==> src/rtl/ocprw_pkg.sv <==
// ocprw_pkg: shared types, action and command codes for the display RAM writer.
// No dependencies; the parser, top level and bench refer to it by scoped names.
`timescale 1ns / 1ps

package ocprw_pkg;

	localparam int PTR_W  = 8;
	localparam int BYTE_W = 8;

	// action codes carried on tuser
	localparam logic [1:0] ACT_CMD   = 2'd0;
	localparam logic [1:0] ACT_DATA  = 2'd1;
	localparam logic [1:0] ACT_READ  = 2'd2;
	localparam logic [1:0] ACT_RESET = 2'd3;

	// commands that act on the parser state
	localparam logic [7:0] CMD_ADDR_MODE = 8'h20;
	localparam logic [7:0] CMD_COL_WIN   = 8'h21;
	localparam logic [7:0] CMD_PAGE_WIN  = 8'h22;

	// commands whose arguments are swallowed
	localparam logic [7:0] CMD_CONTRAST    = 8'h81;
	localparam logic [7:0] CMD_BANK0       = 8'h82;
	localparam logic [7:0] CMD_MUX_RATIO   = 8'hA8;
	localparam logic [7:0] CMD_MASTER_CFG  = 8'hAD;
	localparam logic [7:0] CMD_DISP_OFFSET = 8'hD3;
	localparam logic [7:0] CMD_CLK_DIV     = 8'hD5;
	localparam logic [7:0] CMD_AREA_COLOUR = 8'hD8;
	localparam logic [7:0] CMD_PRECHARGE   = 8'hD9;
	localparam logic [7:0] CMD_COM_PINS    = 8'hDA;
	localparam logic [7:0] CMD_VCOMH       = 8'hDB;
	localparam logic [7:0] CMD_LUT         = 8'h91;
	localparam logic [7:0] CMD_BANK_COL_A  = 8'h92;
	localparam logic [7:0] CMD_BANK_COL_B  = 8'h93;
	localparam logic [7:0] CMD_DIM_MODE    = 8'hAB;

	typedef struct packed {
		logic [PTR_W-1:0] column;
		logic [PTR_W-1:0] page;
	} ptr_t;

	typedef struct packed {
		logic              en;
		logic [PTR_W-1:0]  column;
		logic [PTR_W-1:0]  page;
		logic [BYTE_W-1:0] data;
	} wreq_t;

	function automatic logic [2:0] arg_count(input logic [7:0] cmd);
		logic [2:0] n;
		n = 3'd0;
		if (cmd == CMD_ADDR_MODE) begin
			n = 3'd1;
		end else if (cmd == CMD_COL_WIN || cmd == CMD_PAGE_WIN) begin
			n = 3'd2;
		end else if (cmd inside {CMD_CONTRAST, CMD_BANK0, CMD_MUX_RATIO, CMD_MASTER_CFG,
				CMD_DISP_OFFSET, CMD_CLK_DIV, CMD_AREA_COLOUR, CMD_PRECHARGE,
				CMD_COM_PINS, CMD_VCOMH}) begin
			n = 3'd1;
		end else if (cmd inside {CMD_LUT, CMD_BANK_COL_A, CMD_BANK_COL_B}) begin
			n = 3'd4;
		end else if (cmd == CMD_DIM_MODE) begin
			n = 3'd3;
		end
		return n;
	endfunction

endpackage

==> src/rtl/ocprw_parser.sv <==
// ocprw_parser: command parser, window registers and write pointer.
// Depends on ocprw_pkg.
`timescale 1ns / 1ps

module ocprw_parser #(
	parameter int COLUMNS = 128,
	parameter int PAGES   = 8
) (
	input  logic                clk,
	input  logic                arst_n,
	input  logic                step,
	input  logic [1:0]          action,
	input  logic [7:0]          data_byte,
	output ocprw_pkg::ptr_t     ptr,
	output ocprw_pkg::wreq_t    wreq
);

	localparam logic [7:0] LAST_COL  = 8'(COLUMNS - 1);
	localparam logic [7:0] LAST_PAGE = 8'(PAGES - 1);

	logic [1:0] vmode_q, vmode_d;
	logic [7:0] fcol_q, fcol_d, lcol_q, lcol_d;
	logic [7:0] fpage_q, fpage_d, lpage_q, lpage_d;
	logic [7:0] wcol_q, wcol_d, wpage_q, wpage_d;
	logic [7:0] pend_q, pend_d;
	logic [2:0] args_q, args_d;
	logic [2:0] n_args;
	ocprw_pkg::ptr_t adv;

	// one step through the window; the inner axis wraps first
	function automatic ocprw_pkg::ptr_t advance(
		input logic [1:0] vm,
		input logic [7:0] col, input logic [7:0] pg,
		input logic [7:0] fc, input logic [7:0] lc,
		input logic [7:0] fp, input logic [7:0] lp
	);
		ocprw_pkg::ptr_t r;
		logic [8:0] c1, p1;
		c1 = {1'b0, col} + 9'd1;
		p1 = {1'b0, pg} + 9'd1;
		r.column = col;
		r.page   = pg;
		if (vm == 2'd0) begin
			if (c1 > {1'b0, lc}) begin
				r.column = fc;
				r.page   = (p1 > {1'b0, lp}) ? fp : p1[7:0];
			end else begin
				r.column = c1[7:0];
			end
		end else begin
			if (p1 > {1'b0, lp}) begin
				r.page   = fp;
				r.column = (c1 > {1'b0, lc}) ? fc : c1[7:0];
			end else begin
				r.page = p1[7:0];
			end
		end
		return r;
	endfunction

	assign n_args = ocprw_pkg::arg_count(data_byte);
	assign adv = advance(vmode_q, wcol_q, wpage_q, fcol_q, lcol_q, fpage_q, lpage_q);

	always_comb begin
		vmode_d = vmode_q;
		fcol_d  = fcol_q;
		lcol_d  = lcol_q;
		fpage_d = fpage_q;
		lpage_d = lpage_q;
		wcol_d  = wcol_q;
		wpage_d = wpage_q;
		pend_d  = pend_q;
		args_d  = args_q;
		if (step) begin
			case (action)
				ocprw_pkg::ACT_CMD: begin
					if (args_q != 3'd0) begin
						if (pend_q == ocprw_pkg::CMD_ADDR_MODE) begin
							vmode_d = data_byte[1:0];
						end else if (pend_q == ocprw_pkg::CMD_COL_WIN) begin
							if (args_q == 3'd2) fcol_d = data_byte;
							else lcol_d = data_byte;
						end else if (pend_q == ocprw_pkg::CMD_PAGE_WIN) begin
							if (args_q == 3'd2) fpage_d = data_byte;
							else lpage_d = data_byte;
						end
						args_d = args_q - 3'd1;
						// last argument: pointer home
						if (args_q == 3'd1) begin
							wcol_d  = fcol_d;
							wpage_d = fpage_d;
						end
					end else if (n_args != 3'd0) begin
						pend_d = data_byte;
						args_d = n_args;
					end
				end
				ocprw_pkg::ACT_DATA: begin
					wcol_d  = adv.column;
					wpage_d = adv.page;
				end
				ocprw_pkg::ACT_RESET: begin
					vmode_d = 2'd0;
					fcol_d  = 8'd0;
					lcol_d  = LAST_COL;
					fpage_d = 8'd0;
					lpage_d = LAST_PAGE;
					wcol_d  = 8'd0;
					wpage_d = 8'd0;
					pend_d  = 8'd0;
					args_d  = 3'd0;
				end
				default: begin
				end
			endcase
		end
	end

	always_ff @(posedge clk or negedge arst_n) begin
		if (!arst_n) begin
			vmode_q <= 2'd0;
			fcol_q  <= 8'd0;
			lcol_q  <= LAST_COL;
			fpage_q <= 8'd0;
			lpage_q <= LAST_PAGE;
			wcol_q  <= 8'd0;
			wpage_q <= 8'd0;
			pend_q  <= 8'd0;
			args_q  <= 3'd0;
		end else begin
			vmode_q <= vmode_d;
			fcol_q  <= fcol_d;
			lcol_q  <= lcol_d;
			fpage_q <= fpage_d;
			lpage_q <= lpage_d;
			wcol_q  <= wcol_d;
			wpage_q <= wpage_d;
			pend_q  <= pend_d;
			args_q  <= args_d;
		end
	end

	assign ptr.column  = wcol_d;
	assign ptr.page    = wpage_d;
	assign wreq.en     = step && (action == ocprw_pkg::ACT_DATA);
	assign wreq.column = wcol_q;
	assign wreq.page   = wpage_q;
	assign wreq.data   = data_byte;

	// a data word never moves the window or the parser
	assert property (@(posedge clk) disable iff (!arst_n)
		step && action == ocprw_pkg::ACT_DATA |=> $stable(args_q) && $stable(fcol_q))
		else $error("data word disturbed parser state");

endmodule

==> config.mk <==
export PLATFORM = sky130hd
export DESIGN_NAME = ocprw_parser
export DESIGN_NICKNAME = d
export VERILOG_FILES = /design/src/rtl/ocprw_pkg.sv /design/src/rtl/ocprw_parser.sv
export SDC_FILE = /design/constraint.sdc
export NUM_CORES = 1
export LEC_CHECK = 0
export ABC_AREA = 0
export BUFFER_PORTS_ARGS = -buffer_cell sky130_fd_sc_hd__buf_2
export CAP_MARGIN = 20
export CELL_PAD_IN_SITES_DETAIL_PLACEMENT = 1
export CELL_PAD_IN_SITES_GLOBAL_PLACEMENT = 1
export CORE_UTILIZATION = 42
export DETAILED_ROUTE_END_ITERATION = 6
export PLACE_DENSITY = 0.85
export SYNTH_ARGS = -nofsm -noshare
export SYNTH_HDL_FRONTEND = slang
export SYNTH_SLANG_ARGS = --single-unit
==> constraint.sdc <==
create_clock -name clk -period 4.25 [get_ports clk]
set_clock_uncertainty 0.2 [all_clocks]
set_input_delay 0.6375 -clock clk [delete_from_list [all_inputs] [get_ports clk]]
set_output_delay 0.6375 -clock clk [all_outputs]
set_load 0.005 [all_outputs]
## Word level (Yosys, flattened, before mapping)

Index checks and enable logic that the tools add are counted.

- Bits in registers: 61
- Output and inout bits: 41
- Logic and storage cells: 111

- Add/subtract/negate cells: 3
- $lt $le $gt $ge: 2
- Equal/unequal tests: 34
- Muxes and demuxes: 48
- Reduce and logical (&&, ||, !) cells: 15

Operators by type and width:

| cell | number |
|---|---|
| two-way mux 8 bit | 29 |
| == test 8 bit (second input constant) | 14 |
| case mux 8 bit (2 select lines) | 5 |
| == test 8 x 6 -> 1 bit (second input constant) | 6 |
| case mux 8 bit (3 select lines) | 2 |
| adder 8 x 1 -> 9 bit (second input constant) | 2 |
| greater-than comparator 9 x 8 -> 1 bit | 2 |
| two-way mux 3 bit | 6 |
| inequality test 2 bit (second input constant) | 9 |
| two-way mux 16 bit | 1 |
| nonzero test 10 bit | 1 |
| nonzero test 3 bit | 3 |
| AND reduction 4 bit | 2 |
| AND reduction 7 bit | 1 |
| two-way mux 2 bit | 3 |
| case mux 3 bit (2 select lines) | 1 |
| AND reduction 3 bit | 2 |
| AND reduction 6 bit | 1 |
| zero test 2 bit | 2 |
| case mux 2 bit (2 select lines) | 1 |
| == test 3 x 1 -> 1 bit (second input constant) | 1 |
| == test 3 x 2 -> 1 bit (second input constant) | 1 |
| inequality test 3 bit (second input constant) | 1 |
| subtractor 3 x 1 -> 3 bit (second input constant) | 1 |
| 5 further kinds | 5 |

## Logic depth before layout (Yosys ltp)

- Word-level depth: 10
- Mapped depth: 13
- Mapped depth without buffers: 11

## Worst setup path before layout

No wires, ideal clock.

- Kind: reg2out
- From: reg wpage_q[0]
- To: out ptr[1] in the netlist's numbering
- Arrival time: 3.099 ns
- Required time: 3.412 ns
- Setup slack: 0.314 ns
- Stages on the path, launching flop included: 13
- Cells stage by stage: dfrtp_1 -> clkbuf_1 -> and3_1 -> nand3_1 -> nor2_1 -> xor2_1 -> ha_1 -> and3_1 -> or3b_2 -> o211a_1 -> nor2_1 -> mux2_2 -> a21o_1

RTL lines:

| item | RTL line | text |
|---|---|---|
| start: declaration | ocprw_parser.sv:24 | `logic [7:0] wcol_q, wcol_d, wpage_q, wpage_d;` |
| start signal: assignment | ocprw_parser.sv:137 | `wpage_q <= wpage_d;` |
| end: declaration | ocprw_parser.sv:14 | `output ocprw_pkg::ptr_t ptr,` |

==> run summary <==
Power and ir drop
* internal cell power: 1.914 mW
* Power Density: 598.8 nW/um2
* switching part of the total power: 0.4316
* static leakage power: 2.670 nW
* sw power: 1.453 mW
* Comb pwr share: 0.539
* relative contribution of sequential cells to total power: 0.283
* peak supply drop: 0.3031 mV
* clock group share of total power: 0.178

Clocking
* buffer type at the clock tree root: sky130_fd_sc_hd__clkbuf_8
* number of buffers on the longest clock path: 2
* # clock sinks: 61
* CTS tree: done
* number of levels in the clock H-tree: 3
* insertion delay of the later-clocked pin in the worst-skew pair: 370 ps
* clock edge transition at the registers on the reported setup and hold paths: 70 ps
* Inserted Clock Buffers: 9

Timing
* final worst-path cycle share: 1.008
* transition time at the pin with the least slew margin: 981.1 ps
* Finish-stage setup viols: 4
* Max Fclk: 233.5 MHz
* final critical path time including I/O delays and setup: 4283 ps
* Slew Limit Fails: 0
* final total negative setup slack: -67.48 ps
* Worst Setup Slack, final: -32.61 ps
* final count of hold timing violations: 0
* headroom to the max-slew limit: 0.3459

Synthesis
* sequential area share after synthesis: 0.3361
* proportion of netlist area held by the largest area contributor: 0.2787
* predominant post-synthesis flop cell: sky130_fd_sc_hd__dfrtp_1
* Netlist Area Pre-Place: 4579 um2
* area fraction in and, or, nand and nor cells after synthesis: 0.1822
* post-synthesis compound-gate area fraction: 0.2355
* Yosys reg bits: 61
* number of enable flip-flop cells after synthesis: 0
* post-synth cell types: 68
* top cell type by total area after synthesis: sky130_fd_sc_hd__dfrtp_1
* top cells by area, synth: sky130_fd_sc_hd__dfrtp_1 28%, sky130_fd_sc_hd__ha_1 7.1%, sky130_fd_sc_hd__dfstp_2 5.7%, sky130_fd_sc_hd__mux2_2 4.4%, sky130_fd_sc_hd__o21ai_0 3.9%
* Post-synth ARST share: 1.000
* main combinational cell family by area after synthesis: compound AO/OA/AOI/OAI gates
* Cells after Synth: 528
* Commonest cells post-synth: 51 x sky130_fd_sc_hd__dfrtp_1, 40 x sky130_fd_sc_hd__nand2_1, 37 x sky130_fd_sc_hd__nor2_1
* Mean Syn Cell Area: 8.673 um2
* post-synth net total: 567
* Post-Synth Adder-Cell Area: 0.07104
* most common cell in the netlist: sky130_fd_sc_hd__dfrtp_1
* Yosys warnings: 0
* mux contribution to synthesized area: 0.08251
* Synth Area in XOR/XNOR: 0.02486

Global routing
* GRT met1 Usage: 0.3757
* met2 global-route usage: 0.4647
* total congestion overflow after global routing: 0
* initial antenna violation count: 0
* vias in the first global route: 4533
* GR Layer Usage met3: 0.05212
* maximum number of pins on one net before global-route repair: 48
* global-route wire length before repair: 24320 um
* combined global-route utilization of all metal layers: 0.2817
* most used routing layer in global routing: met2

Setup path
* Worst EP arrival: 3450 ps
* number of cells on the worst reg-to-reg path: 13
* Max FO, Critical Path: 7
* worst reg2reg path endpoint: wpage_q[4]$_DFF_PN0_
* required arrival time at the worst endpoint: 3410 ps
* Worst R2R Start: wpage_q[1]$_DFF_PN0_
* slack of the worst reg-to-reg path: 920 ps
* Setup crit end kind: primary output
* critical path class: reg -> out
* Setup crit start kind: register

Cells and area
* Final Non-Filler Cells: 735
* area added between synthesis and finish: 22.79%
* final standard cell utilization of the core: 0.5374
* number of inserted diodes: 0
* Post-layout nets: 633
* fraction of layout instances using a drive strength above 1: 0.3105

Placed design
* post-detail-place hpwl: 10940 um
* Port Buffer Count: 53
* routability congestion estimate: 0.9350
* dpl cells: 699
* worst slack at placement: 16.08 ps

Floorplanning
* core box area: 10460 um2
* x dimension of the die: 106.4 um
* Initial Utilization: 0.4377
* Rows: 37
* height of the die: 106.4 um
* boundary pin count: 54
* Die Footprint: 11330 um2

Run
* maxcap violations: 0

Worst hold path
* worst min-delay path class: in -> async

Detailed routing
* sum of routed wire length over all layers: 16520 um
* via density per instance: 6.204
* First DRT Iteration DRCs: 317
* antenna viol nets, final: 0
* WL/cell: 22.48 um
* count of TritonRoute iterations in the first routing pass: 4
* vias: 4560
* number of DRC violations after detailed routing: 0

Status
* run status: finished with violations
* failing checks: negative setup slack

[final cells by class]
type                            instances  area, um2
Timing Repair Buffer                   94      594.3
Tap cell                              136      170.2
Clock buffer                           12      145.1
Clock inverter                          4      72.57
Inverter                               31      116.4
Fill cell                            1234       4840
Multi-Input combinational cell        397       2978
Sequential cell                        61       1546
[power groups by stage]
stage | combinational, mW | sequential [mW] | clock (mW)
2_1_floorplan | 0.947 | 0.864 | 0
3_3_place_gp | 1.32 | 0.914 | 0
3_5_place_dp | 1.40 | 0.931 | 0
4_1_cts | 1.54 | 0.917 | 0.603
5_1_grt | 1.94 | 0.975 | 0.629
6_report | 1.81 | 0.953 | 0.599
[flip-flops by register name, summed over array words and instances (netlist names), 3 cells and up]
| name | count |
|---|---|
| args_q | 3 |
| fcol_q | 8 |
| fpage_q | 8 |
| lcol_q | 8 |
| lpage_q | 8 |
| pend_q | 8 |
| wcol_q | 8 |
| wpage_q | 8 |
[cell usage in the layout, fill, tap and decap left out, drive strengths merged, types with 3 or more instances in the layout]
cell,Yosys,final
nor3,17,17
o21ai,37,37
nand2,40,40
a311oi,3,3
dfstp,10,10
nor4bb,3,3
o221ai,3,3
nor4,4,4
clkbuf,22,13
mux2i,16,16
inv,31,31
xor2,5,5
nor2b,13,13
dfrtp,51,51
a22oi,15,15
o211ai,14,14
a21o,8,8
o22ai,6,6
nand3,12,12
a32oi,3,3
a21oi,34,34
nor2,38,38
o31ai,4,4
a31oi,4,4
a211o,3,3
o21a,3,3
or4,4,4
o32ai,3,3
or3,3,3
ha,26,26
and3,6,6
mux2,19,19
buf,17,93
nand2b,6,6
xnor2,8,8
and2,3,3
[layer usage]
layer / wire length (um) / up-vias
met5: 0 / -
met4: 474 / 0
met3: 866 / 31
met2: 8015 / 162
met1: 7168 / 2304
li1: - / 2063
[per-stage QoR]
| step | total power [mW] | instance area [um2] | hold slack, ps |
|---|---|---|---|
| floorplan | 1.811 | 4579 | 141.9 |
| global placement | 2.238 | 4979 | 271.0 |
| detailed placement | 2.329 | 4979 | 289.5 |
| CTS | 3.058 | 5324 | 299.7 |
| global route | 3.546 | 5623 | 39.04 |
| finish | 3.367 | 5623 | 23.70 |
[worst max path at each step]
stage / start / end / slack [ps] / cells past startpoint
after floorplan: wpage_q[0]$_DFF_PN0_ / ptr[1] / 310 / 12
after CTS: wpage_q[1]$_DFF_PN0_ / ptr[4] / -10 / 13
final: wpage_q[1]$_DFF_PN0_ / ptr[0] / -30 / 13
after global placement: wcol_q[0]$_DFF_PN0_ / ptr[5] / 200 / 13
after detailed placement: wcol_q[0]$_DFF_PN0_ / ptr[3] / 20 / 12
after global routing: wpage_q[1]$_DFF_PN0_ / ptr[4] / -130 / 13
[kinds of logic (layout without fill, tap and decap cells)]
kind of cell	after synthesis	in the layout
simple gates	162	162
compound gates	161	161
buf+inv	70	141
flops	61	61
mux	35	35
fa+ha+maj	26	26
xor+xnor	13	13
[critical path: stages (launching register included)]
cell and delay (ps):
sky130_fd_sc_hd__dfrtp_2 420, sky130_fd_sc_hd__and3_4 220, sky130_fd_sc_hd__nand3_4 100, sky130_fd_sc_hd__nor2_2 130, sky130_fd_sc_hd__xor2_1 100, sky130_fd_sc_hd__ha_1 370, sky130_fd_sc_hd__and3_4 210, sky130_fd_sc_hd__or3b_4 390
sky130_fd_sc_hd__o211a_4 170, sky130_fd_sc_hd__clkbuf_4 180, sky130_fd_sc_hd__nor3_1 190, sky130_fd_sc_hd__mux2i_1 100, sky130_fd_sc_hd__o211ai_1 310, sky130_fd_sc_hd__buf_2 180
[what timing repair did]
item / 4_1_cts / 5_1_grt
endpoints found under the setup margin: 16 / 16
gates cloned: 0 / 1
hold buffers: 0 / 0
endpoints found under the hold margin: 0 / 0
gates resized for setup: 23 / 35
pin swaps: 3 / 17
buffers inserted: 5 / 13
Power figures use the tool's default switching activity.
